**src/rtl/bis_pkg.sv**
```systemverilog
// ----------------------------------------------------------------------------
// bis_pkg
// Shared types and constants of the bilinear image sampler.
// ----------------------------------------------------------------------------
package bis_pkg;

  // Field widths of the beats on the ports
  localparam int PIX_W      = 8;
  localparam int COORD_W    = 8;
  localparam int SAMPLE_W   = 20;
  localparam int OUT_W      = 24;
  localparam int CFG_IDX_W  = 2;
  localparam int CFG_DATA_W = 9;

  // Request codes
  localparam logic REQ_LOAD   = 1'b0;
  localparam logic REQ_SAMPLE = 1'b1;

  // Configuration register indexes
  localparam logic [CFG_IDX_W-1:0] REG_IMAGE_COLS = 2'd0;
  localparam logic [CFG_IDX_W-1:0] REG_IMAGE_ROWS = 2'd1;

  localparam logic [CFG_DATA_W-1:0] IMAGE_DIM_RESET = 9'd256;

  // Image is split into four banks by row and column parity: bank = {y[0], x[0]}
  localparam int NUM_BANKS = 4;
  localparam int BANK_W    = 2;

  // Per-sample status carried alongside the fractions
  typedef struct packed {
    logic in_area;  // point lies in the interpolable area
    logic x_odd;    // parity of the integer column
    logic y_odd;    // parity of the integer row
  } bis_tag_t;

endpackage

```
**src/rtl/bis_interp.sv**
```systemverilog
// ----------------------------------------------------------------------------
// bis_interp
// Interpolation pipeline: weights, weighted pixels, sum and output register,
// each stage with its own valid bit and stall.
// ----------------------------------------------------------------------------
module bis_interp #(
  parameter int FRAC_BITS = 8
) (
  input  logic                           clk,
  input  logic                           rst_n,
  input  logic                           a_valid,
  output logic                           a_advance,
  input  bis_pkg::bis_tag_t              a_tag,
  input  logic [FRAC_BITS-1:0]           a_frac_x,
  input  logic [FRAC_BITS-1:0]           a_frac_y,
  input  logic [bis_pkg::NUM_BANKS-1:0][bis_pkg::PIX_W-1:0] a_bank_data,
  output logic                           out_valid,
  input  logic                           out_ready,
  output logic [bis_pkg::OUT_W-1:0]      out_sample_value,
  output logic                           out_in_bounds
);

  localparam int FW = FRAC_BITS + 1;
  localparam int WW = 2 * FW;
  localparam int PW = WW + bis_pkg::PIX_W;
  localparam int SW = PW + 2;
  localparam logic [FW-1:0] ONE = {1'b1, {FRAC_BITS{1'b0}}};

  logic                      en_b;
  logic                      en_c;
  logic                      en_d;

  logic                      vb_r;
  logic                      vc_r;
  logic                      vd_r;
  logic                      in_b_r;
  logic                      in_c_r;
  logic                      in_d_r;
  logic [3:0][WW-1:0]        wgt_r;
  logic [3:0][bis_pkg::PIX_W-1:0] pix_r;
  logic [3:0][PW-1:0]        prod_r;
  logic [bis_pkg::OUT_W-1:0] value_r;

  logic [FW-1:0]             sfx;
  logic [FW-1:0]             sfy;
  logic [FW-1:0]             fx;
  logic [FW-1:0]             fy;
  logic [bis_pkg::BANK_W-1:0] b00;
  logic [bis_pkg::BANK_W-1:0] b01;
  logic [bis_pkg::BANK_W-1:0] b10;
  logic [bis_pkg::BANK_W-1:0] b11;
  logic [SW-1:0]             sum;

  // Stall chain from the output back to stage A
  assign en_d      = !vd_r || out_ready;
  assign en_c      = !vc_r || en_d;
  assign en_b      = !vb_r || en_c;
  assign a_advance = en_b;

  always_ff @(posedge clk) begin
    if (!rst_n) begin
      vb_r <= 1'b0;
      vc_r <= 1'b0;
      vd_r <= 1'b0;
    end else begin
      if (en_b) vb_r <= a_valid;
      if (en_c) vc_r <= vb_r;
      if (en_d) vd_r <= vc_r;
    end
  end

  // Stage B: the four weights and the pixels in neighbor order
  assign fx  = {1'b0, a_frac_x};
  assign fy  = {1'b0, a_frac_y};
  assign sfx = ONE - fx;
  assign sfy = ONE - fy;
  assign b00 = {a_tag.y_odd, a_tag.x_odd};
  assign b01 = {a_tag.y_odd, !a_tag.x_odd};
  assign b10 = {!a_tag.y_odd, a_tag.x_odd};
  assign b11 = {!a_tag.y_odd, !a_tag.x_odd};

  always_ff @(posedge clk) begin
    if (en_b) begin
      in_b_r   <= a_tag.in_area;
      wgt_r[0] <= WW'(sfx) * WW'(sfy);
      wgt_r[1] <= WW'(fx) * WW'(sfy);
      wgt_r[2] <= WW'(sfx) * WW'(fy);
      wgt_r[3] <= WW'(fx) * WW'(fy);
      pix_r[0] <= a_bank_data[b00];
      pix_r[1] <= a_bank_data[b01];
      pix_r[2] <= a_bank_data[b10];
      pix_r[3] <= a_bank_data[b11];
    end
  end

  // Stage C: weighted pixels
  always_ff @(posedge clk) begin
    if (en_c) begin
      in_c_r <= in_b_r;
      for (int k = 0; k < 4; k++) begin
        prod_r[k] <= PW'(wgt_r[k]) * PW'(pix_r[k]);
      end
    end
  end

  // Stage D: sum, forced to zero outside the image
  assign sum = SW'(prod_r[0]) + SW'(prod_r[1]) + SW'(prod_r[2]) + SW'(prod_r[3]);

  always_ff @(posedge clk) begin
    if (en_d) begin
      in_d_r  <= in_c_r;
      value_r <= in_c_r ? bis_pkg::OUT_W'(sum) : '0;
    end
  end

  assign out_valid        = vd_r;
  assign out_sample_value = value_r;
  assign out_in_bounds    = in_d_r;

endmodule

```
**config.mk**
```make
export PLATFORM = sky130hd
export DESIGN_NAME = bis_interp
export DESIGN_NICKNAME = d
export VERILOG_FILES = /design/src/rtl/bis_pkg.sv /design/src/rtl/bis_interp.sv
export SDC_FILE = /design/constraint.sdc
export NUM_CORES = 2
export LEC_CHECK = 0
export ABC_AREA = 0
export ABC_CLOCK_PERIOD_IN_PS = 5710
export BUFFER_PORTS_ARGS = -buffer_cell sky130_fd_sc_hd__buf_2
export CAP_MARGIN = 5
export CELL_PAD_IN_SITES_DETAIL_PLACEMENT = 0
export CELL_PAD_IN_SITES_GLOBAL_PLACEMENT = 1
export CORE_ASPECT_RATIO = 0.7
export CORE_MARGIN = 3
export CORE_UTILIZATION = 35
export DETAILED_ROUTE_END_ITERATION = 10
export GPL_ROUTABILITY_DRIVEN = 0
export HOLD_SLACK_MARGIN = 0.1
export PLACE_DENSITY_LB_ADDON = 0.15
export SKIP_CTS_REPAIR_TIMING = 1
export SLEW_MARGIN = 40
export SYNTH_ARGS = -nofsm -noshare
export SYNTH_HDL_FRONTEND = slang
export SYNTH_SLANG_ARGS = --single-unit
```
**constraint.sdc**
```tcl
create_clock -name clk -period 5.71 [get_ports clk]
set_input_delay 0.571 -clock clk [delete_from_list [all_inputs] [get_ports clk]]
set_output_delay 0.571 -clock clk [all_outputs]
set_load 0.05 [all_outputs]
```
==> results.md <==
* Status: finished clean
* Area leader, netlist: fa_1
* Top cell by count, worst path: fa_1
* RSZ-0062 raised after global routing: false
* Crit-path max FO at 16
* Clock period minus worst slack at ~5.5 ns
* Grt ovf at 0
* Hold Path Depth at 1
* Total Wirelength at between 90000 and 100000 um
* Die Y-Extent at around 270 um
* CTS buffer count at 31
* Register bit count reported by yosys at between 200 and 250
* Reg2Reg Depth at 17
* Clock slew at reported path FFs at roughly 0.060 ns
* HP Class: primary input to register
* Post-synth EDFFs at between 200 and 250
* WL/cell at ~19 um
* CP Capture Type: register
* Ys Warns at 0
* Total GRT Usage at a little under a fifth
* Synth-to-Final Area Change at 12.0%
* Worst path arrival time at 5.83 ns
* DIE WIDTH at around 380 um
* Synth area leaders: fa_1 (33%), edfxtp_1 (19%), ha_1 (12%)
* Worst rel slew slack at around half
* Area after DPL at between 30000 and 40000 um^2
* Hold Vio Cnt, Final at 0
* Via count at 23400
* Via density at roughly 4.7
* Worst reg2reg startpoint: pix_r[2]
* Max Root-Sink Buffers at 3
* Placement row count at 96
* Final instance area at a little under 40000 um^2
* Initial Util at approximately 36%
* Syn_nets at around 4400
* Starting DRC count in detailed routing at roughly 1300
* Reg-to-reg slack, setup at 0.22 ns
* Hold EP: in_b_r
* Initial antenna violation count at 5
* Post-synth top cells: inv_1 (584), fa_1 (573), and2_1 (505)
* Final Non-Filler Cells at 4972
* Core Region at around 99000 um^2
* # port buffers at 81
* H-tree depth at 1
* Share of layout cells above drive strength 1 at between 10% and 20%
* Top delay family on crit path: adder cells
* Netlist cell types at 71
* Multi-input gate area at 25900 um^2
* Mean Syn Cell Area at 10.2 um^2
* Skew-Pair Late Insertion Delay at approximately 0.6 ns
* Routed Antenna Nets at 0
* Num ports at 82
* Post-synthesis sequential area ratio at 19.0%
* Worst-Margin Slew at 0.775 ns
* CTS tree: yes
* Final nets at around 4600
* Startpoint Class: register
* Clock net sink count at 223
* HPWL after DPL at 78600 um
* Final setup vio count at 0
* Top FF cell, synth: edfxtp_1
* DR DRC count at 0
* Synth Instances at 3421
* Root buf cell: clkbuf_16
* Async SR Flop Fraction at 0%
* Most common cell in the netlist: inv_1
* Inst Count DP at roughly 4900
* Layout Skew at 0.0149 ns
* First-pass GRT wire length at about 150000 um
* Full die area at 104000 um^2
* Largest net degree at the start of global routing at 62
* Mapped Area at 35000 um^2
* WP data required at just over 6 ns
* CP max stage delay at 0.67 ns
* Hold path start: a_tag[2]
* FILL cells at just under 10000
* Max-cap violations at 0
* WP buf/inv at 3
* Final-report max-slew violation count at 0
* Crit-path slowest cell: edfxtp_1
* Worst reg2reg endpoint: prod_r[23]
* Crit Path Class: register to register
* Worst-path cell chain: and2_1, fa_1, inv_1, fa_1, fa_1, inv_1, fa_1, ha_1, a21o_1, a21o_1, and2_1, a311oi_1, o21ai_1, a221o_1, a21o_1, xnor2_1, buf_4
* Vias in the first global route at 24700
* Pre-Repair DR Iteration Count at 5
* Worst Hold Slack at between 0.15 and 0.2 ns
* Period Utilization, post-route at between 90% and 100%
* FF/Latch Area at ~6700 um^2
* Top-area cell type share of the netlist area at 32.8%
* Fmax at around 180 MHz
registers in the layout (all words and copies together) (netlist names), 24 cells and up:
name              flops
wgt_r                65
pix_r                32
prod_r               96
out_sample_value     24
per-layer routing:
metal | track usage (%) | wire (um) | vias up
met5 | 0 | 25 | -
met4 | 2.27 | 1230 | 4
met3 | 3.44 | 5430 | 65
met2 | 26.5 | 37400 | 424
met1 | 29.4 | 49000 | 11600
li1 | - | - | 11300
cell usage in the layout (no fill, tap or decap), types with 16 or more instances in the layout:
master     count
nor2b_1       26
buf_2         80
and3_1        20
buf_4        181
and2_1       505
nand2_1      325
o21ai_0       48
edfxtp_1     220
inv_1        580
xor2_1        52
fa_1         573
nor2_1       100
a21o_1        66
o21a_1        34
nand2b_1      16
clkbuf_16     31
xnor2_1      113
a21oi_1       94
mux4_2        32
ha_1         339
cells by family (layout without fill, tap and decap cells):
kind of cell | Yosys count | count (layout) | synth area share, %
and+or+nand+nor | 1061 | 1061 | 15.9
DFF | 223 | 223 | 19.0
AOI/OAI and AO/OA | 342 | 342 | 6.55
adders and majority gates | 915 | 915 | 45.0
buffers and inverters | 680 | 905 | 7.29
other | 0 | 3 | 0
xor gates and xnor gates | 166 | 166 | 4.15
muxes | 34 | 34 | 2.12
through the flow:
stage	setup TNS (ns)	setup WS (ns)	util [%]
after floorplan	0	0.0206	-
after global placement	-0.588	-0.217	38.7
after detailed placement	-0.668	-0.279	38.7
after CTS	0	0.227	39.7
after global routing	0	0.000319	39.8
final	0	0.221	39.8
worst reg2reg max path, stage by stage, from the launching register on:
cell,delay (ns)
edfxtp_1,0.67
and2_1,0.31
fa_1,0.53
inv_1,0.05
fa_1,0.50
fa_1,0.49
inv_1,0.05
fa_1,0.44
ha_1,0.34
a21o_1,0.19
a21o_1,0.18
and2_1,0.18
a311oi_1,0.26
o21ai_1,0.20
a221o_1,0.38
a21o_1,0.19
xnor2_1,0.12
buf_4,0.15
area by class of cell:
class	instances	share of cell area, %
inverter	585	5.62
multi-input combinational	2518	66.0
clock inverter	20	0.491
sequential	223	17.0
clock buffer	36	2.03
antenna	3	0.0191
timing repair buffer	264	4.62
tap	1323	4.22
how the worst max path moves through the flow:
stage	startpoint	end	slack (ns)	depth (start not counted)
2_1_floorplan	a_frac_x[3]	wgt_r[17]	0.02	23
3_3_place_gp	a_frac_x[1]	wgt_r[17]	-0.22	21
3_5_place_dp	a_frac_x[1]	wgt_r[17]	-0.28	21
4_1_cts	pix_r[2]	prod_r[23]	0.23	17
5_1_grt	wgt_r[42]	prod_r[75]	0.0003	15
6_report	pix_r[2]	prod_r[23]	0.22	17
Power is left out: the tool's default activity adds up to more than one toggle a clock period on the data nets, which glitch-free logic cannot reach.
