<file path="config.mk">
export PLATFORM = sky130hd
export DESIGN_NAME = bis_front
export DESIGN_NICKNAME = d
export VERILOG_FILES = /design/src/rtl/bis_pkg.sv /design/src/rtl/bis_front.sv
export SDC_FILE = /design/constraint.sdc
export NUM_CORES = 1
export LEC_CHECK = 0
export ABC_AREA = 0
export BUFFER_PORTS_ARGS = -buffer_cell sky130_fd_sc_hd__buf_2
export CORE_MARGIN = 1
export CORE_UTILIZATION = 30
export DETAILED_ROUTE_END_ITERATION = 12
export PLACE_DENSITY = 0.85
export SETUP_SLACK_MARGIN = 0.15
export SLEW_MARGIN = 25
export SYNTH_ARGS = -nofsm -noshare
export SYNTH_HDL_FRONTEND = slang
export SYNTH_SLANG_ARGS = --single-unit
</file>
<file path="constraint.sdc">
create_clock -name vclk -period 2.9
set_input_delay 0.58 -clock vclk [all_inputs]
set_output_delay 0.58 -clock vclk [all_outputs]
set_load 0.005 [all_outputs]
</file>
<file path="src/rtl/bis_pkg.sv">
// ----------------------------------------------------------------------------
// bis_pkg
// Shared types and constants of the bilinear image sampler.
// ----------------------------------------------------------------------------
package bis_pkg;

  // Field widths of the beats on the ports
  localparam int PIX_W      = 8;
  localparam int COORD_W    = 8;
  localparam int SAMPLE_W   = 20;
  localparam int OUT_W      = 24;
  localparam int CFG_IDX_W  = 2;
  localparam int CFG_DATA_W = 9;

  // Request codes
  localparam logic REQ_LOAD   = 1'b0;
  localparam logic REQ_SAMPLE = 1'b1;

  // Configuration register indexes
  localparam logic [CFG_IDX_W-1:0] REG_IMAGE_COLS = 2'd0;
  localparam logic [CFG_IDX_W-1:0] REG_IMAGE_ROWS = 2'd1;

  localparam logic [CFG_DATA_W-1:0] IMAGE_DIM_RESET = 9'd256;

  // Image is split into four banks by row and column parity: bank = {y[0], x[0]}
  localparam int NUM_BANKS = 4;
  localparam int BANK_W    = 2;

  // Per-sample status carried alongside the fractions
  typedef struct packed {
    logic in_area;  // point lies in the interpolable area
    logic x_odd;    // parity of the integer column
    logic y_odd;    // parity of the integer row
  } bis_tag_t;

endpackage

</file>
<file path="src/rtl/bis_front.sv">
// ----------------------------------------------------------------------------
// bis_front
// Request decode: bounds check, split of the point into integer and fraction,
// bank read addresses for the four neighbors, bank select for pixel loads.
// ----------------------------------------------------------------------------
module bis_front #(
  parameter int MAX_COLS  = 256,
  parameter int MAX_ROWS  = 256,
  parameter int FRAC_BITS = 8,
  parameter int AW        = 14
) (
  input  logic [bis_pkg::SAMPLE_W-1:0]   sample_x,
  input  logic [bis_pkg::SAMPLE_W-1:0]   sample_y,
  input  logic [bis_pkg::COORD_W-1:0]    pixel_x,
  input  logic [bis_pkg::COORD_W-1:0]    pixel_y,
  input  logic [bis_pkg::CFG_DATA_W-1:0] image_cols,
  input  logic [bis_pkg::CFG_DATA_W-1:0] image_rows,
  output bis_pkg::bis_tag_t              tag,
  output logic [FRAC_BITS-1:0]           frac_x,
  output logic [FRAC_BITS-1:0]           frac_y,
  output logic [bis_pkg::NUM_BANKS-1:0][AW-1:0] rd_addr,
  output logic [bis_pkg::NUM_BANKS-1:0]  wr_sel,
  output logic [AW-1:0]                  wr_addr
);

  localparam int IW      = bis_pkg::SAMPLE_W - FRAC_BITS;
  localparam int BCOLS   = (MAX_COLS + 1) / 2;
  localparam int BROWS   = (MAX_ROWS + 1) / 2;
  localparam int BCW     = (BCOLS > 1) ? $clog2(BCOLS) : 1;
  localparam int BRW     = (BROWS > 1) ? $clog2(BROWS) : 1;
  localparam int LIMW_C  = $clog2(MAX_COLS + 1);
  localparam int LIMW_R  = $clog2(MAX_ROWS + 1);
  localparam int CW0     = (IW + 1 > bis_pkg::CFG_DATA_W + 1) ? IW + 1 :
                           bis_pkg::CFG_DATA_W + 1;
  localparam int CW1     = (LIMW_C > CW0) ? LIMW_C : CW0;
  localparam int CMPW    = (LIMW_R > CW1) ? LIMW_R + 1 : CW1 + 1;

  logic [IW-1:0]   int_x;
  logic [IW-1:0]   int_y;
  logic [IW:0]     int_x_inc;
  logic [IW:0]     int_y_inc;
  logic [CMPW-1:0] cols_eff;
  logic [CMPW-1:0] rows_eff;
  logic            inside_x;
  logic            inside_y;
  logic [BCW-1:0]  bcol_even;
  logic [BCW-1:0]  bcol_odd;
  logic [BRW-1:0]  brow_even;
  logic [BRW-1:0]  brow_odd;
  logic            load_in_range;

  function automatic logic [AW-1:0] bank_addr(input logic [BRW-1:0] row,
                                               input logic [BCW-1:0] col);
    bank_addr = AW'(row * BCOLS + col);
  endfunction

  // Integer and fraction parts of the point
  assign int_x     = sample_x[bis_pkg::SAMPLE_W-1:FRAC_BITS];
  assign int_y     = sample_y[bis_pkg::SAMPLE_W-1:FRAC_BITS];
  assign frac_x    = sample_x[FRAC_BITS-1:0];
  assign frac_y    = sample_y[FRAC_BITS-1:0];
  assign int_x_inc = {1'b0, int_x} + (IW+1)'(1);
  assign int_y_inc = {1'b0, int_y} + (IW+1)'(1);

  // Image size clamped to the store
  assign cols_eff = (CMPW'(image_cols) > CMPW'(MAX_COLS)) ? CMPW'(MAX_COLS) :
                    CMPW'(image_cols);
  assign rows_eff = (CMPW'(image_rows) > CMPW'(MAX_ROWS)) ? CMPW'(MAX_ROWS) :
                    CMPW'(image_rows);

  // 0 <= x < cols-1 is the same as x >= 0 and floor(x)+1 < cols
  assign inside_x = !sample_x[bis_pkg::SAMPLE_W-1] && (CMPW'(int_x_inc) < cols_eff);
  assign inside_y = !sample_y[bis_pkg::SAMPLE_W-1] && (CMPW'(int_y_inc) < rows_eff);

  assign tag.in_area = inside_x && inside_y;
  assign tag.x_odd   = int_x[0];
  assign tag.y_odd   = int_y[0];

  // Even bank holds column (x+1)/2 when x is odd, x/2 when even
  assign bcol_even = BCW'(int_x_inc >> 1);
  assign bcol_odd  = BCW'(int_x >> 1);
  assign brow_even = BRW'(int_y_inc >> 1);
  assign brow_odd  = BRW'(int_y >> 1);

  always_comb begin
    for (int b = 0; b < bis_pkg::NUM_BANKS; b++) begin
      rd_addr[b] = bank_addr(b[1] ? brow_odd : brow_even,
                             b[0] ? bcol_odd : bcol_even);
    end
  end

  // Pixel load: one bank by parity, dropped outside the store
  assign load_in_range = (CMPW'(pixel_x) < CMPW'(MAX_COLS)) &&
                         (CMPW'(pixel_y) < CMPW'(MAX_ROWS));
  assign wr_addr = bank_addr(BRW'(pixel_y >> 1), BCW'(pixel_x >> 1));

  always_comb begin
    wr_sel = '0;
    wr_sel[{pixel_y[0], pixel_x[0]}] = load_in_range;
  end

endmodule

</file>
==> summary.md, run 1 <==
| Metric | Value |
|---|---|
| Pwr Total | roughly 270 uW |
| First drt pass iteration count | 4 |
| Row cnt | 23 |
| Run status | finished with violations |
| RSZ-0062 raised after global routing | true |
| Gpl congestion | ~0.81 |
| Initial Util | 0.3229 |
| Mean Syn Cell Area | 7.382 um2 |
| Syn Inst Count | 180 |
| DRC errors left | 0 |
| Worst path bufs/invs | 3 |
| Die W | a little under 70 um |
| Final hold vios | 0 |
| Total congestion overflow | 0 |
| Hold crit path type | in -> out |
| Maxcap violations | 0 |
| Arr. time, crit path | about 2500 ps |
| Post-Synth Simple-Gate Area | 0.2109 |
| Cell Area, Synth | between 1000 and 1500 um2 |
| CP Data Required Time | around 2300 ps |
| Hold_ws | 1160 ps |
| Xor/xnor share of the synthesized area | 0.09887 |
| Placed instance area | roughly 1700 um2 |
| Drt total wl | approximately 3.8 mm |
| Worst setup startpoint | sample_x[9] |
| PwrDens | 154.9 nW/um2 |
| Synth warn | 0 |
| CP most frequent cell | buf_2 |
| Via density | between 4 and 5 |
| Worst setup EP type | output port |
| Largest net degree at the start of global routing | 10 |
| Seq cells | 0 |
| Fmax | around 0.32 GHz |
| LEAKAGE | 0.9785 nW |
| Tmin final | a little over 3000 ps |
| Post-synthesis mux area share | 0.01883 |
| Initial antenna violation count | 0 |
| Compound-gate portion of the synthesized area | 0.07533 |
| Slowest CP cell | ha_1 |
| Final setup fails | 1 |
| Setup CP Type | in -> out |
| IO buf count | roughly 110 |
| Mapped Nets | around 270 |
| Core box area | between 4000 and 5000 um2 |
| Failing checks | setup timing |
| Die Y | just under 70 um |
| Post-route ant nets | 0 |
| Synth area leader | buf_4 |
| Distinct cells, synth | 33 |
| Hold path startpoint | sample_x[0] |
| Share of layout cells above drive strength 1 | 0.6614 |
| Part of the cycle the worst path needs | 1.062 |
| Area Overhead vs Synth | 33.52% |
| Via count | 1345 |
| Most frequent cell after synthesis | buf_4 |
| Detailed placement HPWL | 3.289 mm |
| Pins Over Slew Limit | 0 |
| Top delay family on crit path | compound AO/OA/AOI/OAI gates |
| WL/cell | ~12 um |
| Post-synth top cells | 74 x buf_4, 22 x nand2_1, 18 x ha_1 |
| Worst setup margin | -180.3 ps |
| Ports | between 150 and 200 |
| Post-synthesis sequential area ratio | 0 |
| Critical path peak fanout | 3 |
| Final net count | ~350 |
| Post-synthesis adder-cell area fraction | 0.1695 |
| Cts hold-fix bufs | 0 |
| Global Route Usage Sum | 0.1433 |
| Initial DRC count | 20 |
| Clock buffers | 0 |
| Seq. cell area | 0 um2 |
| Vias in the first global route | around 1200 |
| Slew HR | 0.8236 |
| Max VDD drop | around 69 uV |
| Main combinational cell family by area after synthesis | buffers and inverters |
| Worst Max-Slew Pin Slew | about 260 ps |
| Startpoint Class | input port |
| Top cell type's share of synthesized area | 0.4181 |
| Cell Chain, Critical Path | buf_2, buf_4, nand3_1, xnor2_2, ha_1, a21o_1, a211oi_2, o311ai_2, nor4_2, buf_2 |
| Die Area | roughly 4700 um2 |
| Worst path max stage delay | 330 ps |
| Design area | 1774 um2 |
| First-pass GRT wire length | about 5.3 mm |
| N_diodes | 0 |
| Largest cells by area after synthesis | buf_4 42%, ha_1 17%, nand2_1 6.2% |
| # fillers | 418 |
==> layer usage <==
metal / wire length [um] / GRT usage / vias up
met2: 1863 / 0.2439 / 42
li1: - / - / 684
met1: 1534 / 0.1830 / 605
met5: 0 / 0 / -
met4: 77 / 0.03385 / 0
met3: 289 / 0.02961 / 14
==> metrics by stage <==
stage            util  setup TNS (ps)  setup slack [ps]  cells
5_1_grt        0.4311          -315.9            -315.9    304
3_5_place_dp   0.4114          -262.1            -262.1    299
6_report       0.4311          -180.3            -180.3    304
3_3_place_gp   0.4114          -211.5            -211.5    299
4_1_cts        0.4263          -167.7            -167.7    303
2_1_floorplan       -               0             95.92    180
==> layout by cell type, fill, tap and decap left out, drive strengths merged, types with 2 or more instances in the layout <==
cell type	instances
a21o	3
a21oi	5
buf	148
ha	18
inv	2
nand2	22
nand3	9
nand4	4
nor2	9
nor2b	3
nor4	2
xnor2	6
xor2	9
==> cells by family after synthesis <==
kind of cell               after synthesis
muxes                                    2
adders and majority gates               18
AOI/OAI and AO/OA                       15
buffers and inverters                   77
xor gates and xnor gates                15
and+or+nand+nor                         53
==> where the power goes <==
| group | switching, mW | leakage [nW] | total (mW) | internal, mW |
|---|---|---|---|---|
| clock network | 0 | 0 | 0 | 0 |
| registers | 0 | 0 | 0 | 0 |
| logic | 0.125 | 0.978 | 0.275 | 0.150 |
| total | 0.125 | 0.978 | 0.275 | 0.150 |
==> final cells by class <==
type                            instances  area (um2)  area share
Inverter                                3       11.26    0.006347
Tap cell                               50       62.56     0.03526
Multi-Input combinational cell        103       852.1      0.4803
Timing Repair Buffer                  148       848.3      0.4781
==> what timing repair did <==
action	CTS	global route
gates cloned	0	0
pin swaps	4	2
setup buffers	4	1
resized for setup	7	3
endpoints found under the setup margin	1	1
==> final timing paths <==
path / end / slack, ps / cells after the start
hold / removal: frac_x[0] / 1160 / 0
setup / recovery: tag[2] / -180 / 10
No activity file was read; power rests on OpenSTA's default activity.
==> run 2: changes to the inputs <==
- PLACE_DENSITY: 0.85 -> default
- PLACE_DENSITY_LB_ADDON: default -> 0.08
- clock period: 2.9 -> 3 ns (I/O delays scaled with it)
==> summary.md, run 2 (synthesized netlist as in run 1, its figures left out) <==
| Metric | Value |
|---|---|
| Run status | finished with violations |
| Failing checks | setup timing |
| Hold crit path type | in -> out |
| Seq cells | 0 |
| Fin Setup TNS | -33.92 ps |
| N_diodes | 0 |
| Max VDD drop | 69.67 uV |
| Initial DRC count | 20 |
| Area Overhead vs Synth | 38.61% |
| Row cnt | 23 |
| Ports | 167 |
| First-pass GRT wire length | roughly 5 mm |
| Hold-critical path depth | 0 |
| Via count | between 1000 and 1500 |
| WL/cell | roughly 11 um |
| Critical path peak fanout | 3 |
| Placed instance area | roughly 1700 um2 |
| CP Data Required Time | around 2400 ps |
| Post-Layout Cell Count | 306 |
| Most frequent cells in the layout | 103 x buf_2, 44 x buf_4, 22 x nand2_1, 15 x ha_1, 8 x xor2_1 |
| Final setup fails | 1 |
| Design area | roughly 1800 um2 |
| Initial antenna violation count | 0 |
| Final net count | 350 |
| RSZ-0062 raised after global routing | true |
| First drt pass iteration count | 4 |
| Die W | ~69 um |
| Gpl congestion | just over 0.8 |
| Hold path startpoint | sample_y[3] |
| Initial Util | 0.3229 |
| Cts hold-fix bufs | 0 |
| Slew HR | 0.8255 |
| IO buf count | 107 |
| Arr. time, crit path | 2430 ps |
| DRC errors left | 0 |
| Pre-CTS WS | -165.6 ps |
| Largest net degree at the start of global routing | 8 |
| Total congestion overflow | 0 |
| Worst path max stage delay | approximately 260 ps |
| Core box area | 4115 um2 |
| Tmin final | approximately 3000 ps |
| Post-route ant nets | 0 |
| Final core utilization | 0.4476 |
| Worst Max-Slew Pin Slew | 261.3 ps |
| Die Y | around 70 um |
| Seq. cell area | 0 um2 |
| Clock buffers | 0 |
| Pwr Total | roughly 270 uW |
| Commonest non-fill, non-tap cell in the layout | buf_2 |
| Worst setup margin | -33.92 ps |
| Final hold vios | 0 |
| Detailed placement HPWL | roughly 3.2 mm |
| Startpoint Class | input port |
| Worst setup EP type | output port |
| Pins Over Slew Limit | 0 |
| Fmax | around 0.33 GHz |
| LEAKAGE | 1.007 nW |
| PwrDens | ~150 nW/um2 |
| Drt total wl | approximately 3.5 mm |
| Vias in the first global route | 1147 |
| Share of layout cells above drive strength 1 | 0.6797 |
| Maxcap violations | 0 |
| Hold_ws | between 1000 and 1500 ps |
| Slowest CP cell | or2_4 |
| Via density | 4.320 |
| Global Route Usage Sum | 0.1370 |
| Cell Chain, Critical Path | buf_8, ha_4, nand3_2, or2_4, xnor2_4, ha_4, a21o_1, a21o_1, a21oi_2, o311ai_2, nor4_2, buf_2 |
| Die Area | ~4700 um2 |
| Part of the cycle the worst path needs | 1.011 |
| Hold EP | frac_y[3] |
| Setup CP Type | in -> out |
| Placed Cells | between 300 and 400 |
-- run 2: critical path, delay by kind of cell --
family	cells	cell delay, ps
fa+ha+maj	2	350
buf+inv	2	230
xor+xnor	1	160
compound gates	4	550
simple gates	3	540
-- run 2: area by class of cell --
cell class                 count  area (um2)
fill                         451        2273
inverter                       3       11.26
multi-input combinational    103       884.6
tap                           50       62.56
timing repair buffer         150       883.3
-- run 2: what timing repair did --
action	CTS	global route
buffers inserted	0	1
resized for setup	12	10
pin swaps	5	7
gates cloned	0	0
setup endpoints to repair	1	1
hold endpoints to repair	0	0
-- run 2: routing by layer --
layer | up-vias | wire length [um] | GRT usage
li1 | 689 | - | -
met1 | 551 | 1463 | 0.1836
met2 | 64 | 1678 | 0.2341
met3 | 18 | 292 | 0.01809
met4 | 0 | 70 | 0.02344
met5 | - | 0 | 0
-- run 2: worst max path at each step --
stage,start,endpoint,slack (ps),depth (start not counted)
after floorplan,sample_y[9],tag[2],160,10
after global placement,sample_x[8],tag[2],-230,12
after detailed placement,sample_y[8],tag[2],-170,12
after CTS,sample_y[9],tag[2],-70,12
after global routing,sample_y[10],tag[2],-180,10
final,sample_y[9],tag[2],-30,12
-- run 2: power breakdown --
part           switching [mW]  internal (mW)  total (mW)  leakage [nW]
clock network               0              0           0             0
registers                   0              0           0             0
logic                   0.118          0.151       0.270          1.01
total                   0.118          0.151       0.270          1.01
